$ cat src/hw/rtl/quadrature_sine_lookup_interp_top_macros.svh
// assertion macros shared by the sine/cosine lookup block
`ifndef QUADRATURE_SINE_LOOKUP_INTERP_TOP_MACROS_SVH
`define QUADRATURE_SINE_LOOKUP_INTERP_TOP_MACROS_SVH

// same-cycle implication, sampled on clk_i, off while rst_ni is low
`define SQLI_ASSERT_IMP(lbl, ante, cons, msg) \
  lbl: assert property (@(posedge clk_i) disable iff (!rst_ni) (ante) |-> (cons)) \
    else $error(msg);

// plain condition that holds at every sampled edge out of reset
`define SQLI_ASSERT_ALWAYS(lbl, cond, msg) \
  lbl: assert property (@(posedge clk_i) disable iff (!rst_ni) (cond)) \
    else $error(msg);

`endif

$ cat src/hw/rtl/sqli_pkg.sv
// shared constants, types and table generation for the sine/cosine lookup block
`default_nettype none

package sqli_pkg;

  localparam int unsigned TableBitsDef     = 9;
  localparam int unsigned FracBitsDef      = 20;
  localparam int unsigned AmplitudeBitsDef = 30;

  localparam int unsigned PhaseW = 32;
  localparam int unsigned ValW   = 32;

  // pi in unsigned q4.60
  localparam logic [63:0] PiQ60 = 64'h3243F6A8885A308D;

  typedef logic signed [ValW-1:0] val_t;

  // two neighboring table points
  typedef struct packed {
    val_t a;
    val_t b;
  } pair_t;

  // (x * y) >> 60, kept to 64 bits
  function automatic logic [63:0] mul_q60(input logic [63:0] x, input logic [63:0] y);
    logic [127:0] p;
    p = {64'd0, x} * {64'd0, y};
    return p[123:60];
  endfunction

  // sin(2*pi*j/2^tb) scaled by 2^aw, rounded; j within the first quarter turn
  // evaluated at elaboration only, taylor series to the 29th power
  function automatic val_t quarter_sin(input int unsigned j, input int unsigned tb,
                                       input int unsigned aw);
    logic [63:0] x;
    logic [63:0] x2;
    logic [63:0] term;
    logic [63:0] sum;
    x    = ((PiQ60 >> 1) >> (tb - 2)) * 64'(j);
    x2   = mul_q60(x, x);
    term = x;
    sum  = x;
    term = mul_q60(term, x2) / 64'd6;   sum = sum - term;
    term = mul_q60(term, x2) / 64'd20;  sum = sum + term;
    term = mul_q60(term, x2) / 64'd42;  sum = sum - term;
    term = mul_q60(term, x2) / 64'd72;  sum = sum + term;
    term = mul_q60(term, x2) / 64'd110; sum = sum - term;
    term = mul_q60(term, x2) / 64'd156; sum = sum + term;
    term = mul_q60(term, x2) / 64'd210; sum = sum - term;
    term = mul_q60(term, x2) / 64'd272; sum = sum + term;
    term = mul_q60(term, x2) / 64'd342; sum = sum - term;
    term = mul_q60(term, x2) / 64'd420; sum = sum + term;
    term = mul_q60(term, x2) / 64'd506; sum = sum - term;
    term = mul_q60(term, x2) / 64'd600; sum = sum + term;
    term = mul_q60(term, x2) / 64'd702; sum = sum - term;
    term = mul_q60(term, x2) / 64'd812; sum = sum + term;
    return val_t'((sum + (64'd1 << (59 - aw))) >> (60 - aw));
  endfunction

endpackage

`default_nettype wire

$ cat src/hw/rtl/sqli_interp.sv
// linear interpolation between two table points: slope, product, floored add
`default_nettype none

module sqli_interp #(
  parameter int unsigned FRAC_BITS = sqli_pkg::FracBitsDef
) (
  input  wire logic                  clk_i,
  input  wire sqli_pkg::pair_t       pair_i,
  input  wire logic [FRAC_BITS-1:0]  frac_i,
  output sqli_pkg::val_t             val_o
);

  localparam int unsigned PW = sqli_pkg::ValW + FRAC_BITS + 1;

  sqli_pkg::val_t          diff_d, diff_q;
  sqli_pkg::val_t          base_q, base2_q;
  logic [FRAC_BITS-1:0]    frac_q;
  logic signed [PW-1:0]    prod_d, prod_q;
  sqli_pkg::val_t          val_d, val_q;

  assign diff_d = pair_i.b - pair_i.a;

  // signed slope times unsigned fraction
  assign prod_d = PW'(diff_q) * PW'($signed({1'b0, frac_q}));

  // arithmetic shift floors toward minus infinity
  assign val_d = base2_q + sqli_pkg::val_t'(prod_q >>> FRAC_BITS);

  always_ff @(posedge clk_i) begin
    diff_q  <= diff_d;
    base_q  <= pair_i.a;
    frac_q  <= frac_i;
    prod_q  <= prod_d;
    base2_q <= base_q;
    val_q   <= val_d;
  end

  assign val_o = val_q;

endmodule

`default_nettype wire
$ cat config.mk
export PLATFORM = sky130hd
export DESIGN_NAME = sqli_interp
export DESIGN_NICKNAME = d
export VERILOG_FILES = /design/src/hw/rtl/quadrature_sine_lookup_interp_top_macros.svh /design/src/hw/rtl/sqli_pkg.sv /design/src/hw/rtl/sqli_interp.sv
export SDC_FILE = /design/constraint.sdc
export NUM_CORES = 2
export LEC_CHECK = 0
export BUFFER_PORTS_ARGS = -buffer_cell sky130_fd_sc_hd__buf_2
export CAP_MARGIN = 20
export CORE_MARGIN = 8
export CORE_UTILIZATION = 70
export DETAILED_ROUTE_END_ITERATION = 12
export PLACE_DENSITY = 0.89
export SLEW_MARGIN = 20
export SYNTH_ARGS = -nofsm -noshare
export SYNTH_HDL_FRONTEND = slang
export SYNTH_SLANG_ARGS = --single-unit
export TNS_END_PERCENT = 1
$ cat constraint.sdc
create_clock -name clk_i -period 20.7 [get_ports clk_i]
set_input_delay 2.07 -clock clk_i [delete_from_list [all_inputs] [get_ports clk_i]]
set_output_delay 2.07 -clock clk_i [all_outputs]
set_load 0.03 [all_outputs]
==> After elaboration in Yosys (flattened, before gate mapping) <==
Index checks and enable logic that the tools add are counted.
{ "totals": {"register_bits": 200, "latch_bits": 0, "ramBits": 0, "romBits": 0, "inputBits": 85, "output_inout_bits": 32, "wordCells": 9, "n_memories": 0} }
{ "classes": {"add_sub_neg": 2, "mul": 1, "div": 0, "magnitude_cmp": 0, "n_eq_ne": 0, "n_shift": 0, "muxes": 0, "n_bitwise": 0, "reduce_logical": 0} }
{ "op_table": {"columns": ["cell", "count"], "rows": [
  ["multiplier 32 x 21 -> 52 bit", 1],
  ["adder 32 bit", 1],
  ["subtractor 32 bit", 1]
]} }

==> Depth between registers and ports, before layout <==
{ "depth": {"depth_word": 1, "mapped_depth": 27, "depth_no_buf": 26} }

==> Worst setup path before layout <==
Ideal clock, no wire load.
{ "synth_timing": {"path_type": "reg-to-reg", "start": "register diff_q[31]", "end": "register prod_q[51]", "setup_time_ns": 0.072, "arrival_time_ns": 6.418, "required_ns": 20.628, "slack_ns": 14.210, "stages_incl_launch_ff": 22, "n_path_buf": 1, "synth_period_minus_slack_ns": 6.490, "cell_sequence": "dfxtp_1 -> clkbuf_1 -> nand2_1 -> fa_1 -> fa_1 -> inv_1 -> fa_1 -> fa_1 -> fa_1 -> fa_1 -> fa_1 -> ha_1 -> a21o_1 -> a21o_1 -> a21o_1 -> a21o_1 -> a21oi_1 -> o21ai_1 -> nor3_1 -> o31ai_2 -> a31oi_1 -> xnor2_1"} }
{ "synth_between": {"elab_chain_len": 1} }
{ "synth_rtl": {"columns": ["element", "line", "source"], "rows": [
  ["start: declaration", "sqli_interp.sv:15", "sqli_pkg::val_t diff_d, diff_q;"],
  ["start signal: assignment", "sqli_interp.sv:30", "diff_q <= diff_d;"],
  ["multiplier 32 x 21 -> 52 bit", "sqli_interp.sv:24", "assign prod_d = PW'(diff_q) * PW'($signed({1'b0, frac_q}));"],
  ["named net prod_d[51]", "sqli_interp.sv:18", "logic signed [PW-1:0] prod_d, prod_q;"],
  ["end signal: assignment", "sqli_interp.sv:33", "prod_q <= prod_d;"],
  ["end: declaration", "sqli_interp.sv:18", null]
]} }
The timed path passes the listed nets, and every way through them passes these cells.

==> Worst setup path after layout <==
{ "layout_timing": {"start": "register diff_q[8]", "end": "register prod_q[48]"} }
The elaborated chain is that of the path after synthesis.

==> results.cfg <==
[status]
status = complete, no violations

[cts]
cts_setup_buffers = 0
path_clk_slew_ps = 70
cts_resized = 0
htreeDepth = 4
cts_made_buffers = 17
cts_root_buf = clkbuf_16
hold_buffers = 0
cts_buffer_depth = 2
insertion_delay_ps = 490
cts_tree = yes
cts_sinks = 180

[sta]
finalHoldViolCount = 0
max_freq_mhz = 131
setup_tns_ps = 0
finalCriticalPeriod_ps = 7610
fin_crit_sh = 0.368
fin_skew_ps = 32.0
worstMarginPinSlew_ps = 1110
whs_ps = 326
setup_violations = 0
rsz0062_at_grt = false
slew_headroom = 0.260
slew_violations = 0

[worst_setup_path]
ff2ff_path_depth = 23
cp.required_ps = 21070
r2r-end = prod_q[48]
crit_arrival_ps = 7970
cp-start-kind = flop
reg2reg_slack_ps = 13090
crit_type = reg -> reg
worstPathMaxFanout = 20
worst_setup_path_end_kind = flop
r2r_start = diff_q[8]

[synthesis]
syn_nets = 3844
synth.top_cell.area_share = 0.443
synthTopCellsByArea = fa_1, dfxtp_1, and2_1
synth_seq_cells = 180
synth_enable_flop_cells = 0
ys_types = 65
async_flop_share = 0
synthesis.area_um2 = 28500
synth_area_leader_cell = fa_1
syn_avg_cell_area_um2 = 9.69
seq_area_frac_synth = 0.127
synth_cells = 2938
synth_ff_type = dfxtp_1
yosysWarnings = 0

[cells_and_area]
fill_cells = 2561
final_common_cell = fa_1
layout_common_cells = fa_1, inv_1, and2_1
fin_nets = 3859
layout-drive-gt1-share = 0.0630
diodes = 0
syn2layout_area_growth_pct = 4.97
seqCellArea_um2 = 3620
multi_input_area_um2 = 22000
fin_area_um2 = 29900

[detailed_routing]
drtAntennaViolNets = 0
vias = 20884
drt_drc_violations_left = 0
vias_per_cell = 5.97
drtPass1Iterations = 7
drt_iter0_drc = 1589
wire_per_inst_um = 21.0
wl_um = 73300

[die]
initial_utilization = 0.704
die_area_um2 = 47400
rows = 74
fp.dieH_um = 218
ios = 117
core-area_um2 = 40500
die_w_um = 218

[grt]
antenna_found_initial = 2
grt_max_degree = 33
overflow = 0
grt_usage = 0.326
grt_pass1_vias = 24383
grt_pass1_wl_um = 121000

[hold_path]
holdPathStages = 0
min_path_type = reg -> reg
hold_start = base_q[2]
holdPathEnd = base2_q[2]

[flow_run]
cap_violations = 0

[placement]
portBuffers = 116
hpwl_um = 56400
place_area_um2 = 29300
place_congestion = 0.913
## registers in the layout, indices dropped and copies added, names as in the netlist
register,count
diff_q,32
base2_q,32
prod_q,32
frac_q,20
val_o,32
base_q,32
## routing by layer
layer,global-route usage,part of all wire,vias to the layer above
li1,-,-,8761
met5,0,0.00053,-
met2,0.566,0.51,1188
met3,0.0632,0.077,455
met1,0.347,0.32,10478
met4,0.253,0.087,2
## Yosys cell counts, types with 14 or more instances
cell type,n
nand2_1,235
nor3_1,17
a21o_1,40
o21a_1,18
nand4_1,14
dfxtp_1,180
o21ai_1,20
inv_1,626
and2_1,451
o21ai_0,27
xnor2_1,68
a21oi_1,75
ha_1,191
clkbuf_1,126
fa_1,630
xor2_1,22
nand3_1,14
nor2_1,62
## worst max path at each step
stage / depth (start not counted) / end / slack, ps / start
finish: 23 / prod_q[48] / 13090 / diff_q[8]
global route: 23 / prod_q[48] / 12900 / diff_q[8]
CTS: 20 / prod_q[51] / 12890 / frac_q[4]
detailed placement: 20 / prod_q[51] / 13060 / frac_q[4]
global placement: 20 / prod_q[51] / 13240 / frac_q[6]
floorplan: 21 / prod_q[51] / 14210 / diff_q[31]
## through the flow
stage	instances	utilization	setup WS, ps
5_1_grt	3498	0.739	12900
3_5_place_dp	3466	0.724	13060
2_1_floorplan	2938	-	14210
4_1_cts	3498	0.738	12890
6_report	3498	0.739	13090
3_3_place_gp	3466	0.724	13240
## final cells by class
class	instances	area share
Clock buffer	19	0.0148
Clock inverter	13	0.00461
Inverter	627	0.0788
Multi-Input combinational cell	2005	0.738
Sequential cell	180	0.121
Tap cell	532	0.0223
Timing Repair Buffer	122	0.0209
## cell families (layout without fill, tap and decap cells)
family / count (synthesis) / count (layout) / synth area share
buffers and inverters: 753 / 781 / 0.0993
DFF: 180 / 180 / 0.127
and+or+nand+nor: 838 / 838 / 0.157
xor gates and xnor gates: 90 / 90 / 0.0277
muxes: 1 / 1 / 0.000352
adders and majority gates: 821 / 821 / 0.527
AOI/OAI and AO/OA: 255 / 255 / 0.0617
## critical path, stage by stage (launching register included)
cell	delay [ps]
dfxtp_1	950
and2_1	250
fa_1	450
fa_1	530
inv_1	50
fa_1	480
inv_1	70
fa_1	510
inv_1	60
fa_1	560
inv_1	60
fa_1	380
fa_1	480
ha_1	340
a21oi_1	190
a21oi_1	100
o21ai_1	200
a21oi_1	160
a311oi_4	450
o21ai_4	180
o31ai_4	460
nor3_1	160
nor2_1	210
xnor2_1	200
Power is not shown: default switching activity piles up to over one toggle a cycle in this logic, so the estimate is an artifact.
